### src/rtl/dilp_pkg.sv
// ----------------------------------------------------------------------------
// dilp_pkg
// Shared constants and types for the decimal integer list parser.
// ----------------------------------------------------------------------------
`default_nettype none

package dilp_pkg;

  localparam int unsigned VALUE_BITS_DEF = 32;
  localparam int unsigned MAX_END_LEN    = 8;
  localparam int unsigned POS_W          = 4;
  localparam int unsigned BYTE_W         = 8;
  localparam int unsigned FIELD_W        = 32;
  localparam int unsigned PATTERN_W      = 64;
  localparam int unsigned CFG_IDX_W      = 2;
  localparam int unsigned CFG_DATA_W     = 64;
  localparam int unsigned OUT_DATA_W     = 72;

  localparam logic [CFG_IDX_W-1:0] REG_END_PATTERN = 2'd0;
  localparam logic [CFG_IDX_W-1:0] REG_END_LENGTH  = 2'd1;
  localparam logic [CFG_IDX_W-1:0] REG_INITIAL_MAX = 2'd2;

  localparam logic [PATTERN_W-1:0] END_PATTERN_RST = '0;
  localparam logic [POS_W-1:0]     END_LENGTH_RST  = 4'd1;
  localparam logic [FIELD_W-1:0]   INITIAL_MAX_RST = 32'h8000_0000;

  localparam logic [BYTE_W-1:0] CHAR_SPACE = 8'h20;
  localparam logic [BYTE_W-1:0] CHAR_TAB   = 8'h09;
  localparam logic [BYTE_W-1:0] CHAR_CR    = 8'h0D;
  localparam logic [BYTE_W-1:0] CHAR_PLUS  = 8'h2B;
  localparam logic [BYTE_W-1:0] CHAR_MINUS = 8'h2D;
  localparam logic [BYTE_W-1:0] CHAR_ZERO  = 8'h30;
  localparam logic [BYTE_W-1:0] CHAR_NINE  = 8'h39;

  typedef struct packed {
    logic             is_term;
    logic             done;
    logic [POS_W-1:0] pos_next;
  } match_t;

endpackage

`default_nettype wire

### src/rtl/dilp_end_match.sv
// ----------------------------------------------------------------------------
// dilp_end_match
// Terminator string matcher: compares one byte against the expected
// terminator byte and advances or restarts the match position.
// ----------------------------------------------------------------------------
`default_nettype none

module dilp_end_match (
  input  wire logic [dilp_pkg::BYTE_W-1:0]    byte_i,
  input  wire logic [dilp_pkg::POS_W-1:0]     pos_i,
  input  wire logic [dilp_pkg::PATTERN_W-1:0] end_pattern_i,
  input  wire logic [dilp_pkg::POS_W-1:0]     end_length_i,
  output dilp_pkg::match_t                    match_o
);

  logic [dilp_pkg::POS_W-1:0]  len;
  logic [dilp_pkg::POS_W-1:0]  pos;
  logic [dilp_pkg::POS_W-1:0]  pos_inc;
  logic [2:0]                  sel;
  logic [dilp_pkg::BYTE_W-1:0] term;

  always_comb begin
    if (end_length_i == '0) begin
      len = dilp_pkg::POS_W'(1);
    end else if (end_length_i > dilp_pkg::POS_W'(dilp_pkg::MAX_END_LEN)) begin
      len = dilp_pkg::POS_W'(dilp_pkg::MAX_END_LEN);
    end else begin
      len = end_length_i;
    end
    // stale position after a length change restarts the match
    pos  = (pos_i >= len) ? '0 : pos_i;
    sel  = pos[2:0];
    term = end_pattern_i[8*sel +: 8];
    match_o.is_term = (byte_i == term);
    pos_inc = match_o.is_term ? pos + dilp_pkg::POS_W'(1) : '0;
    match_o.done     = (pos_inc >= len);
    match_o.pos_next = match_o.done ? '0 : pos_inc;
  end

endmodule

`default_nettype wire

### src/rtl/decimal_int_list_parser_core.sv
// ----------------------------------------------------------------------------
// decimal_int_list_parser_core
// Parses space-separated signed decimal integers from a byte stream, closed
// by a programmable terminator string; emits each value with a running max.
// ----------------------------------------------------------------------------
//  channel   dir  transaction payload
//  s_axis    in   one text byte
//  m_axis    out  parse result, tuser has_value, tlast marks terminator completion
//  cfg       in   register write (end_pattern, end_length, initial_max)
//
//  One byte per cycle sustained while the output is not stalled; each accepted
//  byte passes the input register, then parse logic into the result register.
//  The parse state is updated when a byte leaves the input register, which
//  happens only while the result register is empty or being drained.
//  Reset loads the running max from the initial_max reset value.
// ----------------------------------------------------------------------------
`default_nettype none

module decimal_int_list_parser_core #(
  parameter int unsigned VALUE_BITS = dilp_pkg::VALUE_BITS_DEF
) (
  input  wire logic                              clk_i,
  input  wire logic                              rst_ni,
  input  wire logic                              s_axis_tvalid,
  output logic                                   s_axis_tready,
  input  wire logic [7:0]                        s_axis_tdata,  // byte_in[7:0]
  output logic                                   m_axis_tvalid,
  input  wire logic                              m_axis_tready,
  // value[31:0], running_max[63:32], overflow[64], zero pad
  output logic [dilp_pkg::OUT_DATA_W-1:0]        m_axis_tdata,
  output logic                                   m_axis_tuser,  // has_value[0]
  output logic                                   m_axis_tlast,
  input  wire logic                              cfg_we_i,
  input  wire logic [dilp_pkg::CFG_IDX_W-1:0]    cfg_idx_i,
  input  wire logic [dilp_pkg::CFG_DATA_W-1:0]   cfg_wdata_i
);

  localparam int unsigned VB  = VALUE_BITS;
  localparam int unsigned AW  = VALUE_BITS + 4;
  localparam logic [63:0] MAX_RST64 = 64'(signed'(dilp_pkg::INITIAL_MAX_RST));
  localparam logic [AW-1:0] SIGNB = AW'(1) << (VB - 1);

  // configuration
  logic [dilp_pkg::PATTERN_W-1:0] end_pattern_q;
  logic [dilp_pkg::POS_W-1:0]     end_length_q;

  // parse state
  logic [dilp_pkg::POS_W-1:0] pos_q, pos_d;
  logic [VB-1:0]              acc_q, acc_d;
  logic                       neg_q, neg_d;
  logic                       started_q, started_d;
  logic                       seen_q, seen_d;
  logic                       closed_q, closed_d;
  logic                       sat_q, sat_d;
  logic [VB-1:0]              max_q, max_d;

  // input register
  logic                        in_valid_q;
  logic [dilp_pkg::BYTE_W-1:0] in_byte_q;

  // result register
  logic                        out_valid_q, out_valid_d;
  logic                        has_value_q, has_value_d;
  logic [dilp_pkg::FIELD_W-1:0] value_q, value_d;
  logic [dilp_pkg::FIELD_W-1:0] rmax_q, rmax_d;
  logic                        ovf_q, ovf_d;
  logic                        last_q, last_d;

  logic advance;
  logic in_take;

  dilp_pkg::match_t match;

  dilp_end_match u_end_match (
    .byte_i        (in_byte_q),
    .pos_i         (pos_q),
    .end_pattern_i (end_pattern_q),
    .end_length_i  (end_length_q),
    .match_o       (match)
  );

  assign advance       = in_valid_q && (!out_valid_q || m_axis_tready);
  assign s_axis_tready = !in_valid_q || advance;
  assign in_take       = s_axis_tvalid && s_axis_tready;

  // token logic
  logic          is_space;
  logic          take_space;
  logic          f_acc_neg, f_started, f_seen, f_closed, f_sat;
  logic [VB-1:0] f_acc;
  logic          is_digit;
  logic [3:0]    digit;
  logic [AW-1:0] acc_ext, prod, limit;
  logic          src_neg, src_sat;
  logic [VB-1:0] src_acc, v, max1, max_sel;
  logic          take_v;
  logic [63:0]   v64, max64;

  always_comb begin
    is_space   = (in_byte_q == dilp_pkg::CHAR_SPACE);
    take_space = is_space && seen_q;
    is_digit   = (in_byte_q >= dilp_pkg::CHAR_ZERO) && (in_byte_q <= dilp_pkg::CHAR_NINE);
    digit      = in_byte_q[3:0];

    f_acc     = acc_q;
    f_acc_neg = neg_q;
    f_started = started_q;
    f_seen    = seen_q;
    f_closed  = closed_q;
    f_sat     = sat_q;

    acc_ext = AW'(acc_q);
    prod    = (acc_ext << 3) + (acc_ext << 1) + AW'(digit);
    limit   = SIGNB;

    if (!match.is_term && !is_space && !closed_q) begin
      if (!started_q && (in_byte_q >= dilp_pkg::CHAR_TAB) && (in_byte_q <= dilp_pkg::CHAR_CR)) begin
        f_started = 1'b0;
      end else if (!started_q &&
                   ((in_byte_q == dilp_pkg::CHAR_PLUS) || (in_byte_q == dilp_pkg::CHAR_MINUS))) begin
        f_started = 1'b1;
        f_acc_neg = (in_byte_q == dilp_pkg::CHAR_MINUS);
      end else begin
        f_started = 1'b1;
        if (is_digit) begin
          f_seen = 1'b1;
          limit  = neg_q ? SIGNB : SIGNB - AW'(1);
          if (!sat_q) begin
            if (prod > limit) begin
              f_acc = limit[VB-1:0];
              f_sat = 1'b1;
            end else begin
              f_acc = prod[VB-1:0];
            end
          end
        end else begin
          f_closed = 1'b1;
        end
      end
    end

    // value source: pending token on a space, fed token on completion
    src_acc = is_space ? acc_q : f_acc;
    src_neg = is_space ? neg_q : f_acc_neg;
    src_sat = is_space ? sat_q : f_sat;
    v       = src_neg ? (VB'(0) - src_acc) : src_acc;
    take_v  = take_space || (match.done && f_seen && !is_space);
    max_sel = ($signed(v) > $signed(max_q)) ? v : max_q;
    max1    = take_v ? max_sel : max_q;
    v64     = 64'(v);
    max64   = 64'(max1);

    has_value_d = take_v;
    value_d     = take_v ? v64[dilp_pkg::FIELD_W-1:0] : '0;
    ovf_d       = take_v && src_sat;
    rmax_d      = max64[dilp_pkg::FIELD_W-1:0];
    last_d      = match.done;

    max_d = max1;
    pos_d = match.pos_next;
    if (is_space || match.done) begin
      acc_d     = '0;
      neg_d     = 1'b0;
      started_d = 1'b0;
      seen_d    = 1'b0;
      closed_d  = 1'b0;
      sat_d     = 1'b0;
    end else begin
      acc_d     = f_acc;
      neg_d     = f_acc_neg;
      started_d = f_started;
      seen_d    = f_seen;
      closed_d  = f_closed;
      sat_d     = f_sat;
    end

    if (advance) begin
      out_valid_d = take_v || match.done;
    end else if (m_axis_tready) begin
      out_valid_d = 1'b0;
    end else begin
      out_valid_d = out_valid_q;
    end
  end

  always_ff @(posedge clk_i or negedge rst_ni) begin
    if (!rst_ni) begin
      end_pattern_q <= dilp_pkg::END_PATTERN_RST;
      end_length_q  <= dilp_pkg::END_LENGTH_RST;
      pos_q         <= '0;
      acc_q         <= '0;
      neg_q         <= 1'b0;
      started_q     <= 1'b0;
      seen_q        <= 1'b0;
      closed_q      <= 1'b0;
      sat_q         <= 1'b0;
      max_q         <= MAX_RST64[VB-1:0];
      in_valid_q    <= 1'b0;
      out_valid_q   <= 1'b0;
    end else begin
      if (in_take) begin
        in_valid_q <= 1'b1;
      end else if (advance) begin
        in_valid_q <= 1'b0;
      end
      out_valid_q <= out_valid_d;
      if (advance) begin
        pos_q     <= pos_d;
        acc_q     <= acc_d;
        neg_q     <= neg_d;
        started_q <= started_d;
        seen_q    <= seen_d;
        closed_q  <= closed_d;
        sat_q     <= sat_d;
      end
      if (cfg_we_i && (cfg_idx_i == dilp_pkg::REG_INITIAL_MAX)) begin
        max_q <= VB'(64'(signed'(cfg_wdata_i[dilp_pkg::FIELD_W-1:0])));
      end else if (advance) begin
        max_q <= max_d;
      end
      if (cfg_we_i) begin
        case (cfg_idx_i)
          dilp_pkg::REG_END_PATTERN: begin
            end_pattern_q <= cfg_wdata_i;
          end
          dilp_pkg::REG_END_LENGTH: begin
            end_length_q <= cfg_wdata_i[dilp_pkg::POS_W-1:0];
          end
          default: begin
          end
        endcase
      end
    end
  end

  // payload registers
  always_ff @(posedge clk_i) begin
    if (in_take) begin
      in_byte_q <= s_axis_tdata;
    end
    if (advance) begin
      has_value_q <= has_value_d;
      value_q     <= value_d;
      rmax_q      <= rmax_d;
      ovf_q       <= ovf_d;
      last_q      <= last_d;
    end
  end

  assign m_axis_tvalid = out_valid_q;
  assign m_axis_tdata  = {7'b0, ovf_q, rmax_q, value_q};
  assign m_axis_tuser  = has_value_q;
  assign m_axis_tlast  = last_q;

  a_no_value_is_last: assert property (@(posedge clk_i) disable iff (!rst_ni)
    m_axis_tvalid && !m_axis_tuser |-> m_axis_tlast)
    else $error("result without value is not a list end");

  a_ovf_has_value: assert property (@(posedge clk_i) disable iff (!rst_ni)
    m_axis_tvalid && m_axis_tdata[64] |-> m_axis_tuser)
    else $error("overflow flagged without a value");

  a_pos_range: assert property (@(posedge clk_i) disable iff (!rst_ni)
    pos_q < dilp_pkg::POS_W'(dilp_pkg::MAX_END_LEN))
    else $error("match position out of range");

  a_stall_holds_state: assert property (@(posedge clk_i) disable iff (!rst_ni)
    in_valid_q && out_valid_q && !m_axis_tready && !cfg_we_i |=> $stable(max_q) && $stable(acc_q))
    else $error("parse state moved while the output was stalled");

endmodule

`default_nettype wire

### config.mk
export PLATFORM = sky130hd
export DESIGN_NAME = decimal_int_list_parser_core
export DESIGN_NICKNAME = d
export VERILOG_FILES = /design/src/rtl/dilp_pkg.sv /design/src/rtl/dilp_end_match.sv /design/src/rtl/decimal_int_list_parser_core.sv
export SDC_FILE = /design/constraint.sdc
export NUM_CORES = 1
export LEC_CHECK = 0
export ABC_CLOCK_PERIOD_IN_PS = 10610
export BUFFER_PORTS_ARGS = -buffer_cell sky130_fd_sc_hd__buf_2
export CAP_MARGIN = 20
export CORE_MARGIN = 2
export CORE_UTILIZATION = 40
export CTS_BUF_LIST = sky130_fd_sc_hd__clkbuf_16
export CTS_CLUSTER_SIZE = 16
export DETAILED_ROUTE_END_ITERATION = 10
export GPL_TIMING_DRIVEN = 0
export PLACE_DENSITY_LB_ADDON = 0.3
export SLEW_MARGIN = 10
export SYNTH_ARGS = -nofsm -noshare
export SYNTH_HDL_FRONTEND = slang
export SYNTH_HIERARCHICAL = 1
export SYNTH_SLANG_ARGS = --single-unit
### constraint.sdc
create_clock -name clk_i -period 10.61 [get_ports clk_i]
set_input_delay 2.122 -clock clk_i [delete_from_list [all_inputs] [get_ports clk_i]]
set_output_delay 2.122 -clock clk_i [all_outputs]
set_load 0.05 [all_outputs]
* Word level (Yosys, flattened, before mapping)
Index checks and enable logic that the tools add are counted.
Storage, ports and cells: bits in registers 218, latch bits 0, logic and storage cells 125, input bits 79, output and inout port bits 76, memories 0, RAM bits 0, ROM bits 0
Cells by class: order comparisons 9, shift operators 1, add/subtract/negate cells 4, $mul 0, muxes and demuxes 49, bitwise operators 0, reductions and logical operators 35, eq/ne operators 9, div/mod/pow operators 0
Operator list (count):
- 32-bit 2-to-1 mux | 14
- 64-bit by 7-bit variable part select with 8-bit output | 1
- 35-bit by 33-bit adder with 36-bit output | 1
- 36-bit by 4-bit adder with 36-bit output | 1
- 36-bit by 32-bit > comparator with 1-bit output | 1
- 32-bit > comparator | 1
- 1-bit by 32-bit subtractor with 32-bit output, first input constant | 1
- 1-bit 2-to-1 mux | 30
- 8-bit by 6-bit == test with 1-bit output, second input constant | 3
- 4-bit 2-to-1 mux | 5
- 1-bit logical AND | 13
- 8-bit == test | 1
- 4-bit greater-or-equal comparator | 2
- 8-bit by 4-bit greater-or-equal comparator with 1-bit output, second input constant | 1
- 8-bit by 6-bit greater-or-equal comparator with 1-bit output, second input constant | 1
- 8-bit by 4-bit less-or-equal comparator with 1-bit output, second input constant | 1
- 8-bit by 6-bit less-or-equal comparator with 1-bit output, second input constant | 1
- 2-bit nonzero test | 4
- 1-bit zero test | 6
- 1-bit logical OR | 6
- 2-bit by 1-bit != test with 1-bit output, second input constant | 3
- 2-bit AND reduction | 3
- 5-bit AND reduction | 1
- 4-bit by 1-bit adder with 4-bit output, second input constant | 1
- other kinds (5) | 5

* Depth between registers and ports, before layout
Gate-level depths: netlist (run 1).
depth in word-level cells 19, gate-level depth with buffers 44, mapped depth without buffers 40

* Hierarchy
Netlist (run 1), hierarchy kept.
By module, submodules not included:
- decimal_int_list_parser_core | cells each 1461, area an instance 14212.4 µm², sequential area each 5833.1 µm², instances 1
- dilp_end_match | cells each 119, area an instance 1001.0 µm², sequential area each 0.0 µm², instances 1

* Least setup slack after synthesis (run 1)
Ideal clock, no wire load.
kind register to register, from reg in_byte_q[3] (netlist bit), to reg max_q[9], period minus slack after synthesis 9.967 ns, path buffers 4, cell stages (with the launch flop) 43, arrival 9.834 ns, slack 0.643 ns, data required time 10.476 ns, setup time 0.134 ns, cells stage by stage edfxtp_1 -> fa_1 -> fa_1 -> a211oi_2 -> o211ai_2 -> a211oi_2 -> o31ai_1 -> a21boi_0 -> xnor2_1 -> ha_1 -> nand2_1 -> or3_1 -> nor3_2 -> a221oi_1 -> a222oi_1 -> o2111ai_2 -> nor2_1 -> buf_2 -> [... 7 more ...] -> o31a_1 -> xnor2_2 -> inv_1 -> ha_1 -> nand4_1 -> or2_2 -> or4_1 -> nor3_1 -> nand2_1 -> a21oi_1 -> nor4b_1 -> mux2_2 -> and2_1 -> clkbuf_1 -> clkbuf_1 -> nor3_1 -> a21oi_1 -> o21ai_0
On the way: cells in the longest elaborated chain, start to end 16, elaborated cells on any way between the ends 47, those cells by class add/sub (2); order compare (7); eq/ne (4); mux (21); reduce/logical (13)
RTL lines:
- start: declaration | RTL line decimal_int_list_parser_core.sv:59 | logic [dilp_pkg::BYTE_W-1:0] in_byte_q;
- start signal: assignment | RTL line decimal_int_list_parser_core.sv:239 | in_byte_q <= s_axis_tdata;
- 36-bit by 4-bit adder with 36-bit output | RTL line decimal_int_list_parser_core.sv:113 | prod = (acc_ext << 3) + (acc_ext << 1) + AW'(digit);
- 36-bit by 32-bit > comparator with 1-bit output | RTL line decimal_int_list_parser_core.sv:129 | if (prod > limit) begin
- 32-bit 2-to-1 mux | RTL line decimal_int_list_parser_core.sv:129
- 32-bit 2-to-1 mux | RTL line decimal_int_list_parser_core.sv:128 | if (!sat_q) begin
- 32-bit 2-to-1 mux | RTL line decimal_int_list_parser_core.sv:125 | if (is_digit) begin
- 32-bit 2-to-1 mux | RTL line decimal_int_list_parser_core.sv:119 | end else if (!started_q &&
- 32-bit 2-to-1 mux | RTL line decimal_int_list_parser_core.sv:117 | if (!started_q && (in_byte_q >= dilp_pkg::CHAR_TAB) && (in_byte_q <= dilp_pkg::CHAR_CR)) begin
- 32-bit 2-to-1 mux | RTL line decimal_int_list_parser_core.sv:116 | if (!match.is_term && !is_space && !closed_q) begin
- 32-bit 2-to-1 mux | RTL line decimal_int_list_parser_core.sv:143 | src_acc = is_space ? acc_q : f_acc;
- 1-bit by 32-bit subtractor with 32-bit output | RTL line decimal_int_list_parser_core.sv:146 | v = src_neg ? (VB'(0) - src_acc) : src_acc;
- 32-bit 2-to-1 mux * | RTL line decimal_int_list_parser_core.sv:146
- via v[28] | RTL line decimal_int_list_parser_core.sv:95 | logic [VB-1:0] src_acc, v, max1, max_sel;
- 32-bit > comparator * | RTL line decimal_int_list_parser_core.sv:148 | max_sel = ($signed(v) > $signed(max_q)) ? v : max_q;
- 32-bit 2-to-1 mux * | RTL line decimal_int_list_parser_core.sv:148
- 32-bit 2-to-1 mux * | RTL line decimal_int_list_parser_core.sv:149 | max1 = take_v ? max_sel : max_q;
- 32-bit 2-to-1 mux * | RTL line decimal_int_list_parser_core.sv:218 | end else if (advance) begin
- 32-bit 2-to-1 mux * | RTL line decimal_int_list_parser_core.sv:216 | if (cfg_we_i && (cfg_idx_i == dilp_pkg::REG_INITIAL_MAX)) begin
- end signal: assignment | RTL line decimal_int_list_parser_core.sv:197 | max_q <= MAX_RST64[VB-1:0];
- end signal: assignment | RTL line decimal_int_list_parser_core.sv:217 | max_q <= VB'(64'(signed'(cfg_wdata_i[dilp_pkg::FIELD_W-1:0])));
- end signal: assignment | RTL line decimal_int_list_parser_core.sv:219 | max_q <= max_d;
- end: declaration | RTL line decimal_int_list_parser_core.sv:55 | logic [VB-1:0] max_q, max_d;
The timed path passes the listed nets; every way through them passes the cells marked *. The select of a mux whose other input is x is not followed. A chain may end at the register's enable or synchronous reset.

* Final worst setup path (run 1)
from reg acc_q[0], to reg rmax_q[6] (netlist bit) (data pin)
On the way: cells in the longest elaborated chain, start to end 15
RTL lines:
- start: declaration | RTL line decimal_int_list_parser_core.sv:49 | logic [VB-1:0] acc_q, acc_d;
- start signal: assignment | RTL line decimal_int_list_parser_core.sv:191 | acc_q <= '0;
- start signal: assignment | RTL line decimal_int_list_parser_core.sv:209 | acc_q <= acc_d;
- 35-bit by 33-bit adder with 36-bit output | RTL line decimal_int_list_parser_core.sv:113
- 36-bit by 4-bit adder with 36-bit output | RTL line decimal_int_list_parser_core.sv:113
- 36-bit by 32-bit > comparator with 1-bit output | RTL line decimal_int_list_parser_core.sv:129
- 32-bit 2-to-1 mux | RTL line decimal_int_list_parser_core.sv:129
- 32-bit 2-to-1 mux | RTL line decimal_int_list_parser_core.sv:128
- 32-bit 2-to-1 mux | RTL line decimal_int_list_parser_core.sv:125
- 32-bit 2-to-1 mux | RTL line decimal_int_list_parser_core.sv:119
- 32-bit 2-to-1 mux | RTL line decimal_int_list_parser_core.sv:117
- 32-bit 2-to-1 mux | RTL line decimal_int_list_parser_core.sv:116
- 32-bit 2-to-1 mux * | RTL line decimal_int_list_parser_core.sv:143
- 1-bit by 32-bit subtractor with 32-bit output | RTL line decimal_int_list_parser_core.sv:146
- 32-bit 2-to-1 mux * | RTL line decimal_int_list_parser_core.sv:146
- via v[22] | RTL line decimal_int_list_parser_core.sv:95
- 32-bit > comparator * | RTL line decimal_int_list_parser_core.sv:148
- 32-bit 2-to-1 mux * | RTL line decimal_int_list_parser_core.sv:148
- 32-bit 2-to-1 mux * | RTL line decimal_int_list_parser_core.sv:149
- via max1[6] | RTL line decimal_int_list_parser_core.sv:95
- end signal: assignment | RTL line decimal_int_list_parser_core.sv:244 | rmax_q <= rmax_d;
- end: declaration | RTL line decimal_int_list_parser_core.sv:65 | logic [dilp_pkg::FIELD_W-1:0] rmax_q, rmax_d;
The timed path passes the listed nets; every way through them passes the cells marked *.

==> reports/summary.md, run 1 <==
Dividing the synthesized area by the synthesized cell count gives 9.63 µm². The largest net degree at the start of global routing is 76, and the overall routed net length is 48,500 µm. The repair_antennas step left the layout with diodes totalling 0. For the pin with the worst max-slew slack, the measured transition is 1100 ps. For the post-detailed-route count of antenna-violating nets, the log shows 0.

In the final layout, the multi-input gates occupy 8960 µm². For the via count of the first global-routing pass, the log shows 12,694. The minimum period implied by the final worst setup slack came out at 10,220 ps. After synthesis, the cell types taking the most area are sky130_fd_sc_hd__dfrtp_1 (23%), sky130_fd_sc_hd__edfxtp_1 (15%), sky130_fd_sc_hd__ha_1 (11%). Max-cap violations in this run came to 0. Setup violations remaining at the end of the flow were counted as 0. The initial utilization of the core area, before any placement, comes to 40.5%.

The worst hold path belongs to the class register to register. Routability-driven placement finished with a final weighted congestion of 0.952. The run gives 3 as the number of buffers on the longest clock path.

After detailed routing, the number of remaining DRC violations is 0. The critical path is of the register to register type. The clock drives 218 sinks.

The proportion of netlist area held by the largest area contributor works out to 23.2%. After synthesis, flip-flops and latches occupy 38.3% of the total area. Summed over all instances, the cell type with the most area after synthesis is sky130_fd_sc_hd__dfrtp_1. The area added between synthesis and finish was 17.1%; the starting DRC count in detailed routing was 1,277. STA puts the critical path data required time at 10,830 ps.

The run finished with clean final reports. Counting the fill cells in the layout gives 3,539. The tools report the number of max-slew violations in the final report as 0.

The largest stage delay on the critical path is 580 ps, and the routed length per instance is 21.1 µm. The number of enable-type register cells in the synthesized netlist came out at 75. The most used cell along the critical path is sky130_fd_sc_hd__buf_4. Predominant post-synthesis flop cell: sky130_fd_sc_hd__dfrtp_1. Across all hold checks on the routed design, the worst slack comes to 498 ps.

Largest fanout on the critical path: 10. TritonCTS built the clock tree. Detailed-router iteration count before antenna repair: 6.

The worst pin sits at a relative slew slack of 26.2%. The total overflow left after global routing is 0. After clock tree synthesis, the clock-pin slew on the worst setup and hold paths is 60 ps. The slowest library cell on the worst path was sky130_fd_sc_hd__nor4_1.

Measured along the y axis, the die boundary spans 199 µm. After synthesis the cells add up to 15,200 µm². In the final layout, the share of cells above drive strength 1 is 22.3%. For the deepest level of the CTS H-tree, the log shows 1. The standby leakage power is 8.07 nW, and the initial antenna violation count is 0. Global routing used 24.0% of the available tracks across all layers. Counting distinct cell types in the post-synthesis netlist gives 93. The tools report the synthesis warning total as 6. The run gives 1,580 as the count of mapped cells out of synthesis. STA classifies the critical path endpoint as a register. The floorplan step set the die width to 199 µm.

The tools report the floorplan row count as 71. Clock skew on the completed layout was measured at 14.8 ps. The run gives 37,600 µm as the sum of net half-perimeters after detailed placement. Across the whole layout, storage elements account for 5830 µm².

The core region is 37,600 µm². The fraction of the cycle the final worst path needs is 96.4%. STA classifies the critical path startpoint as a register. The first global-routing pass estimated 73,500 µm of wire. The number of endpoints with negative hold slack in the final report was 0. The tools report the cell chosen for the clock root as sky130_fd_sc_hd__clkbuf_16. The final layout contains 1,994 nets. The run gives 97.8 MHz as the maximum frequency from static timing analysis.

Of all flip-flops after synthesis, the portion carrying an async set or reset was 65.6%. Across the VDD grid, the largest voltage drop is 0.000143 V. At the later pin of the worst-skew pair, clock insertion delay measures 510 ps. With fillers left out, the area of the finished cells amounts to 17,800 µm². In this run the count of I/O pins placed on the die edge is 155. The tools report the routed via count as 13,483.

The flip-flop and latch count after synthesis was 218; the count of port buffers added during placement was 147. Once placement finished, the instance area stood at 16,700 µm². The run gives 39,600 µm² as the die area.

For this design, the CTS-stage hold fixing added 0 buffers. The power density over cell area is 158 nW/µm². Data on the critical path arrives at its endpoint at 10,450 ps.

In this run, CTS created clock tree buffers numbering 23. Dividing the detail-routed via count by the number of cells gives 5.85.
synth_stat cells (10+ instances only):
library cell,n
sky130_fd_sc_hd__nand2_1,155
sky130_fd_sc_hd__dfrtp_1,141
sky130_fd_sc_hd__ha_1,137
sky130_fd_sc_hd__a21oi_1,129
sky130_fd_sc_hd__nor2_1,103
sky130_fd_sc_hd__o21ai_0,97
sky130_fd_sc_hd__edfxtp_1,75
sky130_fd_sc_hd__mux2_2,75
sky130_fd_sc_hd__inv_1,71
sky130_fd_sc_hd__clkbuf_1,59
sky130_fd_sc_hd__nor3_1,37
sky130_fd_sc_hd__nand3_1,33
sky130_fd_sc_hd__xnor2_1,33
sky130_fd_sc_hd__and2_1,32
sky130_fd_sc_hd__xor2_1,32
sky130_fd_sc_hd__a21o_1,27
sky130_fd_sc_hd__nand4_1,26
sky130_fd_sc_hd__a22o_1,23
sky130_fd_sc_hd__a31oi_1,20
sky130_fd_sc_hd__o31ai_1,19
sky130_fd_sc_hd__o21ai_1,16
sky130_fd_sc_hd__buf_2,15
sky130_fd_sc_hd__o211ai_1,15
sky130_fd_sc_hd__nor4_1,14
sky130_fd_sc_hd__o21a_1,12
sky130_fd_sc_hd__mux2i_1,11
sky130_fd_sc_hd__a211oi_1,10
sky130_fd_sc_hd__a41oi_1,10
registers in the layout, indices dropped and copies added, names as in the netlist:
register       cells
pos_q              4
closed_q           1
m_axis_tuser       1
max_q             32
neg_q              1
m_axis_tvalid      1
in_valid_q         1
end_length_q       4
ovf_q              1
sat_q              1
started_q          1
end_pattern_q     64
m_axis_tlast       1
value_q           32
in_byte_q          8
rmax_q            32
acc_q             32
seen_q             1
stage by stage:
step	setup slack [ps]	power [mW]	utilization [%]	setup TNS (ps)	instances
finish	386	2.81	47.4	0	2303
global route	-11.6	2.94	47.4	-15.4	2303
CTS	38.2	2.80	46.9	0	2296
detailed placement	-2170	1.97	44.5	-122560	2248
global placement	-2210	1.95	44.2	-126240	2244
floorplan	643	1.71	-	0	1586
path summary, 6_finish.rpt:
check,from,end,slack (ps),cells after the start
min in group asynchronous,rst_ni,end_pattern_q[28],1590,1
worst min register to register,end_pattern_q[12],end_pattern_q[12],500,1
worst max register to register,acc_q[0],rmax_q[6],390,38
worst max-delay path,acc_q[0],rmax_q[6],390,38
worst min-delay path,end_pattern_q[12],end_pattern_q[12],500,1
max in group asynchronous,rst_ni,max_q[31],8210,2
cell families (layout without fill, tap and decap cells):
group	count (synthesis)	after routing	share of synthesized area, %
other cells	1	7	0.0246
simple gates	449	449	14.3
mux	96	96	7.83
xor+xnor	68	68	4.06
fa+ha+maj	139	139	11.5
compound gates	451	451	19.5
buf+inv	158	364	4.37
flops	218	218	38.3
layout make-up:
cell class	count	area share, %
inverters	71	1.50
flip-flops and latches	218	32.7
clock buffers	23	3.23
repair buffers	167	5.32
clock inverters	18	0.969
plain buffers	85	2.37
multi-input cells	1210	50.3
well taps	511	3.59
power by group:
part | switching, mW | internal (mW)
clock | 0.341 | 0.470
combinational | 0.604 | 0.302
sequential | 0.0757 | 1.02
total | 1.02 | 1.79
per-layer routing:
layer	track usage, %	wire (µm)
met3	4.80	4510
met1	35.2	21400
met2	36.2	21300
met5	0	0
met4	5.86	1250
worst max-delay path: cells and delay by family, from the launching register on:
kind | cells | cell delay [ps]
adders and majority gates | 5 | 1540
AOI/OAI and AO/OA | 11 | 2470
buffers and inverters | 7 | 1170
xor gates and xnor gates | 2 | 920
DFF | 1 | 460
and+or+nand+nor | 12 | 2970
muxes | 1 | 360
layout by cell type, fill, tap and decap left out, types with 72 or more instances in the layout:
| master | count |
|---|---|
| sky130_fd_sc_hd__o21ai_0 | 97 |
| sky130_fd_sc_hd__dfrtp_1 | 141 |
| sky130_fd_sc_hd__ha_1 | 136 |
| sky130_fd_sc_hd__edfxtp_1 | 75 |
| sky130_fd_sc_hd__mux2_2 | 75 |
| sky130_fd_sc_hd__buf_2 | 161 |
| sky130_fd_sc_hd__nand2_1 | 155 |
| sky130_fd_sc_hd__inv_1 | 72 |
| sky130_fd_sc_hd__a21oi_1 | 125 |
| sky130_fd_sc_hd__nor2_1 | 101 |
repair_timing:
item,4_1_cts,5_1_grt
pin swaps,4,8
endpoints found under the hold margin,0,0
setup endpoints to repair,64,64
setup buffers,9,7
resized for setup,29,42
Note: power is estimated with default switching activity, not from simulation.
==> run 2: changes to the inputs <==
--- a/config.mk
+++ b/config.mk
@@ -8,7 +8,7 @@
 export ABC_CLOCK_PERIOD_IN_PS = 10610
 export BUFFER_PORTS_ARGS = -buffer_cell sky130_fd_sc_hd__buf_2
 export CAP_MARGIN = 20
-export CORE_MARGIN = 2
+export CORE_MARGIN = 8
 export CORE_UTILIZATION = 40
 export CTS_BUF_LIST = sky130_fd_sc_hd__clkbuf_16
 export CTS_CLUSTER_SIZE = 16
==> reports/summary.md, run 2 (same netlist as run 1, synthesis figures left out) <==
The tools report the overall routed net length as 49,800 µm (+2.6%). The number of inserted diodes is 0 (unchanged), and the width of the die is 211 µm (+6.0%). The initial antenna violation count is 0 (unchanged), and the TritonCTS sink count is 218 (unchanged).

The clock transition time at the flip-flop clock pins of the worst setup and hold paths was 60 ps (about the same); the average vias per placed instance was 5.84 (-0.26%). The number of gates on the worst path with buffers counted was 41 (+7.9%); the placer congestion estimate was 0.955 (+0.29%). In the layout the commonest cells are sky130_fd_sc_hd__buf_2 (160), sky130_fd_sc_hd__nand2_1 (155), sky130_fd_sc_hd__dfrtp_1 (139). The area inside the core boundary came out at 37,600 µm² (unchanged). Most flop-heavy register: end_pattern_q. The worst reg-to-reg path cell count was 41 (+7.9%); the detailed-routed wire length on met3 was 4120 µm (-8.8%). The top-level I/O count came out at 155 (unchanged). TritonCTS built the clock tree.

The run gives 0.000142 V (-1.1%) as the largest voltage drop on the vdd net. Count of port buffers added during placement: 147 (unchanged). The arrival time reported for the critical path endpoint came out at 10,470 ps (+20 ps). The number of flip-flops in the largest register works out to 64 (unchanged).

First-pass GRT wire length: 76,500 µm (+4.0%). In this run the clock root is driven by a sky130_fd_sc_hd__clkbuf_16. Reg-to-reg endpoint: rmax_q[23]. The run gives 501 ps (+3.06 ps) as the worst hold slack.

On the critical path, the stage with the largest delay is an instance of sky130_fd_sc_hd__or4_4. The number of buffers on the longest clock path is 3 (unchanged), and the starting DRC count in detailed routing is 1,203 (-5.8%). The standby leakage power was 8.04 nW (-0.28%). The measured slew at the worst slew-check pin is 962 ps (-134 ps), and the minimum period implied by the final worst setup slack is 10,230 ps (+10.7 ps). The pre-CTS setup slack was -2280 ps (-119 ps); the power density over cell area was 156 nW/µm² (-1.1%). The number of buffers created by CTS is 22 (-4.3%). The critical path in this run is classified as register to register. The die outline height came out at 211 µm (+6.0%). The area added between synthesis and finish works out to 17.0% (about the same). The kind of cell with the highest combined delay along the critical path is simple AND/OR/NAND/NOR gates.

The tools report the setup slack of the most critical reg-to-reg path as 380 ps (about the same). The routed via count is 13,466 (-0.13%). The tools report the quantity of hold-fixing buffers added after cts as 0 (unchanged).

Number of max-slew violations in the final report: 0 (unchanged). The uppermost layer routed was met4. The run gives 10,850 ps (+20 ps) as the required time of the critical path. The worst setup slack after layout is 375 ps (-10.7 ps).

The run finished with clean final reports. Sum of buffers and inverters on the critical path: 13 (+6). The number of endpoints with negative hold slack in the final report came out at 0 (unchanged).

The headroom to the max-slew limit is 34.1% (+7.9 points), and the floorplan row count is 71 (unchanged). The sum of net half-perimeters after detailed placement is 38,900 µm (+3.4%), and the sum of routed wire segments on met1 is 22,500 µm (+5.1%). The routed length per instance came out at 21.6 µm (+2.4%).

The commonest non-fill, non-tap cell in the layout was sky130_fd_sc_hd__buf_2. The critical path capture point is rmax_q[23]. The die area came out at 44,500 µm² (+12%).

The maximum frequency from static timing analysis is 97.7 MHz (-0.10%). Residual DRC count: 0 (unchanged). For the via count of the first global-routing pass, the log shows 13,151 (+3.6%). STA classifies the critical path startpoint as a register. Fraction of the cycle the final worst path needs: 96.5% (+0.10 points). For the number of nets in the layout, the log shows 1,997 (+0.15%). The worst setup path is captured at a register. The largest fanout on the critical path was 10 (unchanged); the detailed route wirelength on metal2 was 22,300 µm (+4.7%). The source of the worst register-to-register timing path is pos_q[0]. The detailed-router iteration count before antenna repair is 6 (unchanged).

The most critical setup path has its startpoint at pos_q[0]. The clock latency reported for the late side of the worst-skew pair was 510 ps (about the same). The post-detailed-route count of antenna-violating nets came out at 0 (unchanged).

The class of the tightest hold or removal check was register to register. For the max-capacitance violation count, the log shows 0 (unchanged). Starting utilization of the core area: 40.5% (unchanged).

For the largest net degree at the start of global routing, the log shows 81 (+6.6%). The fraction of final layout cells with drive strength greater than 1 is 22.2% (-0.093 points), and the largest stage delay on the critical path is 580 ps (about the same). The run gives 21.6% (-2.4 points) as the total track usage. The run gives 1 (unchanged) as the deepest level of the CTS H-tree.

The logs give 0 (unchanged) for the overall overflow remaining after global route and 0 (unchanged) for the total setup violations reported at the end of the flow. The worst clock skew came out at 13.1 ps (-1.68 ps).
run 2: changes by cell type in the layout (fill, tap and decap cells not counted), moves of 3 or more:
cell | before | now
sky130_fd_sc_hd__buf_4 | 25 | 30
sky130_fd_sc_hd__clkinv_1 | 3 | 6
sky130_fd_sc_hd__clkinv_2 | 7 | 2
sky130_fd_sc_hd__o21ai_0 | 97 | 93
run 2: layout make-up:
cell class	count	area [µm²]
fill	3509	19800
multi-input combinational	1210	8940
sequential	218	5840
timing repair buffer	172	986
tap	511	639
clock buffer	23	576
buffer	84	424
inverter	71	267
clock inverter	17	133
run 2: metrics by stage:
stage / cells / utilization (%) / setup TNS [ps] / power [mW] / cell area [µm²]
after floorplan: 1586 / - / 0 / 1.71 / 15200
after global placement: 2244 / 44.2 / -127290 / 1.96 / 16600
after detailed placement: 2248 / 44.5 / -129290 / 1.97 / 16700
after CTS: 2293 / 46.7 / 0 / 2.75 / 17600
after global routing: 2306 / 47.4 / -40.9 / 2.90 / 17800
final: 2306 / 47.4 / 0 / 2.78 / 17800
run 2: routing by layer:
layer  vias up  track usage [%]
met4         0             3.45
met1      6610             31.3
met3        63             3.98
li1       6235                -
met5         -                0
met2       558             33.8
run 2: worst register-to-register path: cells and delay by family, from the launching register on:
family | cells | cell delay (ps)
multiplexers | 1 | 350
XOR/XNOR | 2 | 370
AND/OR/NAND/NOR | 14 | 3510
adder cells (fa/ha/maj) | 3 | 770
buffers and inverters | 13 | 2850
flip-flops | 1 | 360
AO/OA/AOI/OAI | 8 | 1720
run 2: worst min path at each step:
stage	from	endpoint	slack, ps	cells past startpoint
floorplan	seen_q	seen_q	460	2
global placement	seen_q	seen_q	480	2
detailed placement	pos_q[0]	pos_q[0]	490	2
CTS	end_pattern_q[1]	end_pattern_q[1]	500	1
global route	end_pattern_q[1]	end_pattern_q[1]	520	1
finish	end_pattern_q[56]	end_pattern_q[56]	500	1
run 2: report_power, final:
part	leakage [nW]	internal, mW	switching (mW)
Sequential	2.53	1.02	0.0797
Combinational	5.16	0.303	0.602
Clock	0.350	0.441	0.333
Total	8.04	1.76	1.01
run 2: timing repair:
item / in CTS / in global routing
endpoints found under the setup margin: 64 / 64
resized for setup: 30 / 47
setup buffers: 7 / 14
pin swaps: 5 / 9
